## src/rtl/hmv_pkg.sv

```systemverilog
`default_nettype none

package hmv_pkg;

    // Fixed field widths.
    localparam int AZ_W     = 17;
    localparam int EL_W     = 16;
    localparam int QAZ_W    = 32;
    localparam int IDX_W    = 6;
    localparam int NUM_W    = 7;
    localparam int STATUS_W = 2;

    // Defaults for the top-level parameters.
    localparam int DEF_MAX_POINTS = 64;
    localparam int DEF_ANGLE_BITS = 16;

    localparam logic [NUM_W-1:0] RESET_NUM_POINTS = 7'd2;

    typedef logic [STATUS_W-1:0] status_t;

    localparam status_t STATUS_OK        = 2'd0;
    localparam status_t STATUS_OVERRUN   = 2'd1;
    localparam status_t STATUS_BAD_INDEX = 2'd2;

    typedef logic op_t;

    localparam op_t OP_LOAD  = 1'b0;
    localparam op_t OP_QUERY = 1'b1;

    typedef struct packed {
        op_t                     op;
        logic [IDX_W-1:0]        entry_index;
        logic [AZ_W-1:0]         entry_azimuth;
        logic signed [EL_W-1:0]  entry_elevation;
        logic signed [QAZ_W-1:0] query_azimuth;
        logic signed [EL_W-1:0]  query_elevation;
    } req_t;

    typedef struct packed {
        logic                   is_visible;
        logic signed [EL_W-1:0] mask_elevation;
        status_t                status;
    } rsp_t;

    typedef logic [NUM_W-1:0] cfg_t;

endpackage

`default_nettype wire

```

## src/rtl/hmv_chan_if.sv

```systemverilog
`default_nettype none

interface hmv_chan_if #(
    parameter type payload_t = logic
);
    logic     valid;
    logic     ready;
    payload_t data;

    modport source (output valid, output data, input ready);
    modport sink   (input valid, input data, output ready);
endinterface

`default_nettype wire

```

## src/rtl/horizon_mask_visibility.sv

```systemverilog
`default_nettype none

// Channel  Dir  Payload               Meaning
// req      in   hmv_pkg::req_t        breakpoint load or visibility query
// rsp      out  hmv_pkg::rsp_t        one result per request
// cfg      in   hmv_pkg::cfg_t        num_points register write
//
// A load goes straight to its result. A query primes the search, scans k
// breakpoints (one read of the breakpoint memory per cycle), multiplies,
// prepares and runs the bit-serial divider, which yields P = max(ANGLE_BITS,
// 17) + 18 quotient bits (35 with the default parameters). A zero-width
// segment skips the divider and a search overrun ends after the scan.
// One request is in work at a time.
// Reset clears the control state and sets num_points to 2; the breakpoint
// memory is not cleared. A finished result waits in the output register while
// the next request is already taken; the block stalls only when a new result
// is ready and the previous one has not been transferred yet.

module horizon_mask_visibility #(
    parameter int MAX_POINTS = hmv_pkg::DEF_MAX_POINTS,
    parameter int ANGLE_BITS = hmv_pkg::DEF_ANGLE_BITS
) (
    input  wire logic  clk,
    input  wire logic  rst_n,
    hmv_chan_if.sink   req,
    hmv_chan_if.source rsp,
    hmv_chan_if.sink   cfg
);

    localparam int AZ_W   = hmv_pkg::AZ_W;
    localparam int EL_W   = hmv_pkg::EL_W;
    localparam int AW     = $clog2(MAX_POINTS);
    localparam int CW     = AW + 1;
    localparam int UW     = (ANGLE_BITS > AZ_W) ? ANGLE_BITS : AZ_W;
    localparam int DW     = UW + 1;
    localparam int SW     = AZ_W + 1;
    localparam int DIFF_W = EL_W + 1;
    localparam int PW     = DW + DIFF_W;
    localparam int SUM_W  = PW + 2;
    localparam int DCW    = $clog2(PW);
    localparam int MW     = AZ_W + EL_W;

    localparam logic signed [SUM_W-1:0] SAT_HI = SUM_W'(32767);
    localparam logic signed [SUM_W-1:0] SAT_LO = SUM_W'(-32768);

    typedef enum logic [2:0] {
        ST_IDLE,
        ST_PRIME,
        ST_SCAN,
        ST_MUL,
        ST_PREP,
        ST_DIV,
        ST_FIN,
        ST_DONE
    } state_t;

    state_t                  state_reg;
    logic [hmv_pkg::NUM_W-1:0] num_points_reg;
    logic [ANGLE_BITS-1:0]   az_reg;
    logic signed [EL_W-1:0]  qel_reg;
    logic [CW-1:0]           count_reg;
    logic [AW-1:0]           cur_reg;
    logic [AZ_W-1:0]         b_az_reg;
    logic signed [EL_W-1:0]  b_el_reg;
    logic [AZ_W-1:0]         e_az_reg;
    logic signed [EL_W-1:0]  e_el_reg;
    logic signed [PW-1:0]    prod_reg;
    logic signed [SW-1:0]    span_reg;
    logic                    neg_reg;
    logic [PW-1:0]           num_reg;
    logic [AZ_W-1:0]         den_reg;
    logic [AZ_W-1:0]         rem_reg;
    logic [DCW-1:0]          div_cnt_reg;
    hmv_pkg::rsp_t           res_reg;
    hmv_pkg::rsp_t           out_data_reg;
    logic                    out_valid_reg;
    logic [MW-1:0]           rd_data_reg;

    logic [MW-1:0] bp_mem [MAX_POINTS];

    logic                   req_xfer;
    logic                   idx_ok;
    logic                   wr_en;
    logic [AW-1:0]          wr_addr;
    logic                   rd_en;
    logic [AW-1:0]          rd_addr;
    logic [AZ_W-1:0]        rd_az;
    logic signed [EL_W-1:0] rd_el;
    logic [CW-1:0]          count_clamp;
    logic [CW-1:0]          cur_next_cnt;
    logic [UW-1:0]          az_u;
    logic [UW-1:0]          rd_az_u;
    logic [UW-1:0]          b_az_u;
    logic signed [DIFF_W-1:0] diff_w;
    logic signed [DW-1:0]   delta_w;
    logic signed [SW-1:0]   span_w;
    logic signed [PW-1:0]   prod_w;
    logic [PW-1:0]          prod_mag;
    logic [SW-1:0]          span_mag;
    logic [AZ_W:0]          div_shift;
    logic                   div_ge;
    logic [AZ_W-1:0]        div_rem;
    logic signed [SUM_W-1:0] quo_s;
    logic signed [SUM_W-1:0] sum_w;
    logic signed [EL_W-1:0] mask_sat;
    logic                   slot_free;

    assign req.ready = (state_reg == ST_IDLE);
    assign cfg.ready = 1'b1;
    assign rsp.valid = out_valid_reg;
    assign rsp.data  = out_data_reg;

    assign req_xfer  = req.valid && req.ready;
    assign idx_ok    = 32'(req.data.entry_index) < 32'(MAX_POINTS);
    assign wr_en     = req_xfer && (req.data.op == hmv_pkg::OP_LOAD) && idx_ok;
    assign wr_addr   = AW'(req.data.entry_index);
    assign slot_free = !out_valid_reg || rsp.ready;

    assign rd_az = rd_data_reg[MW-1:EL_W];
    assign rd_el = signed'(rd_data_reg[EL_W-1:0]);

    assign cur_next_cnt = CW'(cur_reg) + CW'(1);

    always_comb
    begin
        if (32'(num_points_reg) > 32'(MAX_POINTS))
            count_clamp = CW'(MAX_POINTS);
        else if (num_points_reg < hmv_pkg::NUM_W'(2))
            count_clamp = CW'(2);
        else
            count_clamp = CW'(num_points_reg);
    end

    // The search streams one entry per cycle: the read of the next entry is
    // issued while the current one is compared.
    always_comb
    begin
        rd_en   = 1'b0;
        rd_addr = '0;
        case (state_reg)
            ST_IDLE:
            begin
                rd_en   = req_xfer && (req.data.op == hmv_pkg::OP_QUERY);
                rd_addr = '0;
            end
            ST_PRIME:
            begin
                rd_en   = 1'b1;
                rd_addr = AW'(1);
            end
            ST_SCAN:
            begin
                rd_en   = cur_next_cnt < count_reg;
                rd_addr = cur_next_cnt[AW-1:0];
            end
            default:
            begin
                rd_en   = 1'b0;
                rd_addr = '0;
            end
        endcase
    end

    always_ff @(posedge clk)
    begin
        if (wr_en)
            bp_mem[wr_addr] <= {req.data.entry_azimuth, req.data.entry_elevation};
        if (rd_en)
            rd_data_reg <= bp_mem[rd_addr];
    end

    assign az_u    = UW'(az_reg);
    assign rd_az_u = UW'(rd_az);
    assign b_az_u  = UW'(b_az_reg);

    assign diff_w  = DIFF_W'(e_el_reg) - DIFF_W'(b_el_reg);
    assign delta_w = signed'({1'b0, az_u}) - signed'({1'b0, b_az_u});
    assign span_w  = signed'({1'b0, e_az_reg}) - signed'({1'b0, b_az_reg});
    assign prod_w  = diff_w * delta_w;

    assign prod_mag = prod_reg[PW-1] ? unsigned'(-prod_reg) : unsigned'(prod_reg);
    assign span_mag = span_reg[SW-1] ? unsigned'(-span_reg) : unsigned'(span_reg);

    // Restoring division, one quotient bit per cycle. The dividend shifts out
    // of num_reg at the top while quotient bits shift in at the bottom.
    assign div_shift = {rem_reg, num_reg[PW-1]};
    assign div_ge    = div_shift >= {1'b0, den_reg};
    assign div_rem   = div_ge ? AZ_W'(div_shift - {1'b0, den_reg}) : div_shift[AZ_W-1:0];

    assign quo_s = neg_reg ? -signed'({2'b00, num_reg}) : signed'({2'b00, num_reg});
    assign sum_w = SUM_W'(b_el_reg) + quo_s;

    always_comb
    begin
        if (sum_w > SAT_HI)
            mask_sat = 16'sh7FFF;
        else if (sum_w < SAT_LO)
            mask_sat = 16'sh8000;
        else
            mask_sat = sum_w[EL_W-1:0];
    end

    always_ff @(posedge clk or negedge rst_n)
    begin
        if (!rst_n)
        begin
            state_reg      <= ST_IDLE;
            num_points_reg <= hmv_pkg::RESET_NUM_POINTS;
            out_valid_reg  <= 1'b0;
            out_data_reg   <= '0;
            res_reg        <= '0;
            az_reg         <= '0;
            qel_reg        <= '0;
            count_reg      <= '0;
            cur_reg        <= '0;
            b_az_reg       <= '0;
            b_el_reg       <= '0;
            e_az_reg       <= '0;
            e_el_reg       <= '0;
            prod_reg       <= '0;
            span_reg       <= '0;
            neg_reg        <= 1'b0;
            num_reg        <= '0;
            den_reg        <= '0;
            rem_reg        <= '0;
            div_cnt_reg    <= '0;
        end
        else
        begin
            if (cfg.valid)
                num_points_reg <= cfg.data;

            if (state_reg == ST_DONE && slot_free)
            begin
                out_valid_reg <= 1'b1;
                out_data_reg  <= res_reg;
            end
            else if (rsp.ready)
                out_valid_reg <= 1'b0;

            case (state_reg)
                ST_IDLE:
                begin
                    if (req.valid)
                    begin
                        if (req.data.op == hmv_pkg::OP_LOAD)
                        begin
                            res_reg.is_visible     <= 1'b0;
                            res_reg.mask_elevation <= '0;
                            res_reg.status         <= idx_ok ? hmv_pkg::STATUS_OK
                                                             : hmv_pkg::STATUS_BAD_INDEX;
                            state_reg              <= ST_DONE;
                        end
                        else
                        begin
                            az_reg    <= req.data.query_azimuth[ANGLE_BITS-1:0];
                            qel_reg   <= req.data.query_elevation;
                            count_reg <= count_clamp;
                            state_reg <= ST_PRIME;
                        end
                    end
                end
                ST_PRIME:
                begin
                    b_az_reg  <= rd_az;
                    b_el_reg  <= rd_el;
                    cur_reg   <= AW'(1);
                    state_reg <= ST_SCAN;
                end
                ST_SCAN:
                begin
                    if (az_u > rd_az_u)
                    begin
                        if (cur_next_cnt >= count_reg)
                        begin
                            res_reg.is_visible     <= 1'b0;
                            res_reg.mask_elevation <= '0;
                            res_reg.status         <= hmv_pkg::STATUS_OVERRUN;
                            state_reg              <= ST_DONE;
                        end
                        else
                        begin
                            b_az_reg <= rd_az;
                            b_el_reg <= rd_el;
                            cur_reg  <= cur_next_cnt[AW-1:0];
                        end
                    end
                    else
                    begin
                        e_az_reg  <= rd_az;
                        e_el_reg  <= rd_el;
                        state_reg <= ST_MUL;
                    end
                end
                ST_MUL:
                begin
                    prod_reg  <= prod_w;
                    span_reg  <= span_w;
                    state_reg <= ST_PREP;
                end
                ST_PREP:
                begin
                    neg_reg     <= prod_reg[PW-1] ^ span_reg[SW-1];
                    den_reg     <= span_mag[AZ_W-1:0];
                    rem_reg     <= '0;
                    div_cnt_reg <= '0;
                    // A zero-width segment takes the elevation of the earlier breakpoint as is.
                    if (span_reg == '0)
                    begin
                        num_reg   <= '0;
                        state_reg <= ST_FIN;
                    end
                    else
                    begin
                        num_reg   <= prod_mag;
                        state_reg <= ST_DIV;
                    end
                end
                ST_DIV:
                begin
                    rem_reg     <= div_rem;
                    num_reg     <= {num_reg[PW-2:0], div_ge};
                    div_cnt_reg <= div_cnt_reg + DCW'(1);
                    if (div_cnt_reg == DCW'(PW - 1))
                        state_reg <= ST_FIN;
                end
                ST_FIN:
                begin
                    res_reg.is_visible     <= qel_reg >= mask_sat;
                    res_reg.mask_elevation <= mask_sat;
                    res_reg.status         <= hmv_pkg::STATUS_OK;
                    state_reg              <= ST_DONE;
                end
                ST_DONE:
                begin
                    if (slot_free)
                        state_reg <= ST_IDLE;
                end
                default:
                begin
                    state_reg <= ST_IDLE;
                end
            endcase
        end
    end

`ifndef SYNTHESIS
    a_scan_in_range: assert property (@(posedge clk) disable iff (!rst_n)
        state_reg == ST_SCAN |-> CW'(cur_reg) < count_reg)
        else $error("search index reached the breakpoint count");

    a_div_nonzero: assert property (@(posedge clk) disable iff (!rst_n)
        state_reg == ST_DIV |-> den_reg != '0)
        else $error("divider started with a zero span");

    a_overrun_result: assert property (@(posedge clk) disable iff (!rst_n)
        rsp.valid && rsp.data.status == hmv_pkg::STATUS_OVERRUN
            |-> !rsp.data.is_visible && rsp.data.mask_elevation == '0)
        else $error("overrun result carries a mask value");

    a_rsp_drains: assert property (@(posedge clk) disable iff (!rst_n)
        rsp.valid && rsp.ready && state_reg != ST_DONE |=> !rsp.valid)
        else $error("result repeated after its transfer");
`endif

endmodule

`default_nettype wire

```

## src/flat_wrapper.sv

```systemverilog
// flat-port wrapper written by rule: the top's interface ports become plain ports
module horizon_mask_visibility_flat 
#(
    parameter int MAX_POINTS = hmv_pkg::DEF_MAX_POINTS,
    parameter int ANGLE_BITS = hmv_pkg::DEF_ANGLE_BITS
)
  (clk, rst_n, req_valid, req_data, req_ready, rsp_valid, rsp_data, rsp_ready, cfg_valid, cfg_data, cfg_ready);
  hmv_chan_if #(.payload_t(hmv_pkg::req_t)) req_i ();
  hmv_chan_if #(.payload_t(hmv_pkg::rsp_t)) rsp_i ();
  hmv_chan_if #(.payload_t(hmv_pkg::cfg_t)) cfg_i ();
  input  wire logic clk;
  input  wire logic rst_n;
  input wire logic [$bits(req_i.valid)-1:0] req_valid;
  input wire logic [$bits(req_i.data)-1:0] req_data;
  output wire logic [$bits(req_i.ready)-1:0] req_ready;
  output wire logic [$bits(rsp_i.valid)-1:0] rsp_valid;
  output wire logic [$bits(rsp_i.data)-1:0] rsp_data;
  input wire logic [$bits(rsp_i.ready)-1:0] rsp_ready;
  input wire logic [$bits(cfg_i.valid)-1:0] cfg_valid;
  input wire logic [$bits(cfg_i.data)-1:0] cfg_data;
  output wire logic [$bits(cfg_i.ready)-1:0] cfg_ready;
  assign req_i.valid = req_valid;
  assign req_i.data = req_data;
  assign req_ready = req_i.ready;
  assign rsp_valid = rsp_i.valid;
  assign rsp_data = rsp_i.data;
  assign rsp_i.ready = rsp_ready;
  assign cfg_i.valid = cfg_valid;
  assign cfg_i.data = cfg_data;
  assign cfg_ready = cfg_i.ready;
  horizon_mask_visibility #(.MAX_POINTS(MAX_POINTS), .ANGLE_BITS(ANGLE_BITS)) u_core (.clk(clk), .rst_n(rst_n), .req(req_i), .rsp(rsp_i), .cfg(cfg_i));
endmodule
```

## config.mk

```make
export PLATFORM = sky130hd
export DESIGN_NAME = horizon_mask_visibility_flat
export DESIGN_NICKNAME = d
export VERILOG_FILES = /design/src/rtl/hmv_pkg.sv /design/src/rtl/hmv_chan_if.sv /design/src/rtl/horizon_mask_visibility.sv /design/src/flat_wrapper.sv
export SDC_FILE = /design/constraint.sdc
export NUM_CORES = 2
export LEC_CHECK = 0
export BUFFER_PORTS_ARGS = -buffer_cell sky130_fd_sc_hd__buf_2
export CORE_ASPECT_RATIO = 1.75
export CORE_UTILIZATION = 50
export CTS_CLUSTER_DIAMETER = 200
export DETAILED_ROUTE_END_ITERATION = 8
export GPL_TIMING_DRIVEN = 1
export PLACE_DENSITY = 0.74
export SYNTH_ARGS = -nofsm -noshare
export SYNTH_HDL_FRONTEND = slang
export SYNTH_SLANG_ARGS = --single-unit
```

## constraint.sdc

```tcl
create_clock -name clk -period 7.9 [get_ports clk]
set_input_delay 1.58 -clock clk [delete_from_list [all_inputs] [get_ports clk]]
set_output_delay 1.58 -clock clk [all_outputs]
set_load 0.02 [all_outputs]
```

==> results.txt <==
Vert. Die Dim - 631.8 um
Endpoint class of the critical path - register
Failing checks - negative setup slack
Worst Path Arrival - 8860 ps
Distinct cells, synth - 90
Final WL - 296000 um
R2R Setup Slk - -280 ps
Clock Latency Late Sink - 900 ps
CTS buffer count - 215
Filler cells - 16846
Async SR Flop Fraction - 0.1180
Area of the multi-input gates - 39640 um^2
Storage element area - 71600 um^2
Final Wtd Congestion - 0.9446
Crit Path Class - register to register
Total of warnings raised by yosys - 0
Die area - 228600 um^2
Hold_ws - 482.6 ps
CTS tree - yes
Fin crit share - 1.035
Worst rel slew slack - 0.1277
Crit. Startpoint - u_core.az_reg[0]$_DFFE_PN0P_
# clock sinks - 2432
Post-synth EDFFs - 2145
Max-slew violations - 0
Unrepaired setup endpoints after global routing - yes
CP peak stage delay - 550 ps
Maximum buffer depth of the clock tree - 4
Root buffer cell - clkbuf_16
Crit-path max FO - 4
Area grow syn2layout - 12.79%
Fin. Hold Viols - 0
Crit path max-delay cell type - fa_2
Io pins - 122
Largest register FFs - 2112
Synth Instances - 7279
Seq/Total Area, Yosys - 0.6318
Share of post-route cells with drive strength above 1 - 0.2189
Top_reg_cell synth - edfxtp_1
Max-cap violations - 0
Initial core utilization - 0.5042
Worst-path clk slew - 70 ps
Initial drt markers - 6375
GRT Total Usage - 0.2584
Worst hold path startpoint - u_core.b_az_reg[14]$_DFFE_PN0P_
Largest net degree at the start of global routing - 149
WL/cell - 27.32 um
FF+latch count, synth - 2432
Tmin final - 8179 ps
Width of the die - 361.9 um
Worst path most repeated cell - inv_2
Mean Syn Cell Area - 15.57 um^2
Critical Path RT - 8580 ps
Netlist Area Pre-Place - 113300 um^2
CTS H-tree lvls - 4
DR vias - 66280
# rows - 230
Vias in the first global route - 68309
Peak Freq - 0.1223 GHz
Initial antenna violation count - 33
Residual DRC count - 0
Status - finished with violations
RR Startpoint - u_core.az_reg[0]$_DFFE_PN0P_
Final setup margin - -279.1 ps
Skew final - 86.37 ps
Count of input and output buffers - 103
First-pass GRT wire length - 434100 um
Nets - 8289
First-pass DRT Iterations - 6
Tightest Pin Transition - 1308 ps
Final setup fails - 10
DR vias/cell - 6.117
Syn_nets - 7933
Critical path startpoint category - register
Remaining antenna violation count - 0
Grt ovf - 0
Final HPWL DP - 191300 um
Core Area - 224800 um^2
Worst Hold Class - register to register
path summary, 6_finish.rpt:
kind                                                   end  depth (start not counted)
min                        u_core.b_az_reg[14]$_DFFE_PN0P_                          2
max                        u_core.prod_reg[32]$_DFFE_PN0P_                         37
min in group asynchronous   u_core.rsp.data[4]$_DFFE_PN0P_                          1
min reg2reg                u_core.b_az_reg[14]$_DFFE_PN0P_                          2
max in group asynchronous  u_core.b_az_reg[14]$_DFFE_PN0P_                          2
max reg2reg                u_core.prod_reg[32]$_DFFE_PN0P_                         37
kinds of logic (layout without fill, tap and decap cells):
logic type	count (synthesis)	in the layout	synth area share
flops	2432	2432	0.6318
simple gates	1619	1619	0.06460
compound gates	956	956	0.05831
buf+inv	843	1372	0.02879
mux	664	664	0.1182
fa+ha+maj	554	554	0.08210
xor+xnor	209	209	0.01615
other cells	2	13	0.00006627
timing repair:
item / in CTS / in global routing
setup endpoints to repair: 17 / 21
hold buffers: 0 / 0
resized for setup: 67 / 48
buffers inserted: 16 / 9
hold endpoints to repair: 0 / 0
pin swaps: 73 / 65
gates cloned: 1 / 0
metal layers:
| layer | GRT usage | wire length (um) | vias up |
|---|---|---|---|
| li1 | - | - | 28193 |
| met1 | 0.2841 | 98190 | 34107 |
| met2 | 0.4709 | 158400 | 3096 |
| met3 | 0.03321 | 18800 | 876 |
| met4 | 0.1593 | 20540 | 8 |
| met5 | 0 | 68 | - |
Yosys cell counts (10+ instances only):
| library cell | number | area (um^2) |
|---|---|---|
| edfxtp_1 | 2145 | 64410 |
| nand2_1 | 752 | 2823 |
| mux4_2 | 528 | 11890 |
| inv_1 | 464 | 1742 |
| nor2_1 | 355 | 1333 |
| fa_1 | 316 | 6326 |
| dfrtp_1 | 286 | 7157 |
| clkbuf_1 | 268 | 1006 |
| ha_1 | 238 | 2978 |
| o21ai_0 | 174 | 870.8 |
| a211oi_1 | 154 | 1156 |
| a21oi_1 | 144 | 720.7 |
| xnor2_1 | 131 | 1147 |
| and2_1 | 125 | 782.0 |
| mux2_2 | 114 | 1284 |
| a31oi_1 | 92 | 575.6 |
| nand3_1 | 86 | 430.4 |
| xor2_1 | 78 | 683.2 |
| buf_2 | 64 | 320.3 |
| nor3_1 | 60 | 300.3 |
| a21o_1 | 53 | 397.9 |
| o211ai_1 | 50 | 375.4 |
| nor2b_1 | 40 | 250.2 |
| buf_1 | 39 | 146.4 |
| nand2b_1 | 39 | 244.0 |
| a311o_1 | 35 | 350.3 |
| a311oi_1 | 35 | 306.5 |
| o31ai_1 | 34 | 255.2 |
| a221oi_1 | 28 | 245.2 |
| or3_1 | 28 | 175.2 |
| and3_1 | 27 | 168.9 |
| o21a_1 | 25 | 187.7 |
| a211o_1 | 22 | 192.7 |
| a22o_1 | 22 | 192.7 |
| mux2i_1 | 22 | 220.2 |
| nand4_1 | 16 | 100.1 |
| nor4_1 | 15 | 93.84 |
| or2_2 | 15 | 93.84 |
| or4_1 | 15 | 112.6 |
| o41ai_1 | 12 | 105.1 |
| a21boi_0 | 10 | 75.07 |
| nand3b_1 | 10 | 75.07 |
critical path: cells and delay by family (launching register included):
| family | cells | cell delay, ps |
|---|---|---|
| fa+ha+maj | 9 | 3550 |
| xor+xnor | 2 | 330 |
| flops | 1 | 390 |
| buf+inv | 8 | 490 |
| simple gates | 1 | 50 |
| compound gates | 17 | 3170 |
cell usage in the layout, fill, tap and decap left out, types with 152 or more instances in the layout:
cell type  Yosys  layout
ha_1         238     229
nor2_1       355     282
inv_1        464     450
clkbuf_16      0     217
edfxtp_1    2145    2145
nand2_1      752     743
dfrtp_1      286     285
buf_4          3     381
o21ai_0      174     163
a211oi_1     154     152
mux4_2       528     528
fa_1         316     303
final cells by class:
cell class / instances / share of cell area
Tap cell: 3016 / 0.02952
Antenna cell: 11 / 0.0002154
Inverter: 468 / 0.01374
Sequential cell: 2432 / 0.5602
Clock inverter: 131 / 0.01110
Multi-Input combinational cell: 4004 / 0.3101
Clock buffer: 259 / 0.04437
Timing Repair Buffer: 514 / 0.03080
metrics by stage:
stage	instances	setup slack (ps)	cell area, um^2	setup TNS (ps)	util
after floorplan	7279	-71.51	113400	-71.51	-
after global placement	10408	-518.5	120000	-3418	0.5340
after detailed placement	10408	-590.4	120000	-4285	0.5340
after CTS	10815	-207.4	127500	-1202	0.5674
after global routing	10829	-549.6	127800	-5410	0.5686
final	10835	-279.1	127800	-1675	0.5687
Power is not shown: default switching activity piles up to over one toggle a cycle in this logic, so the estimate is an artifact.
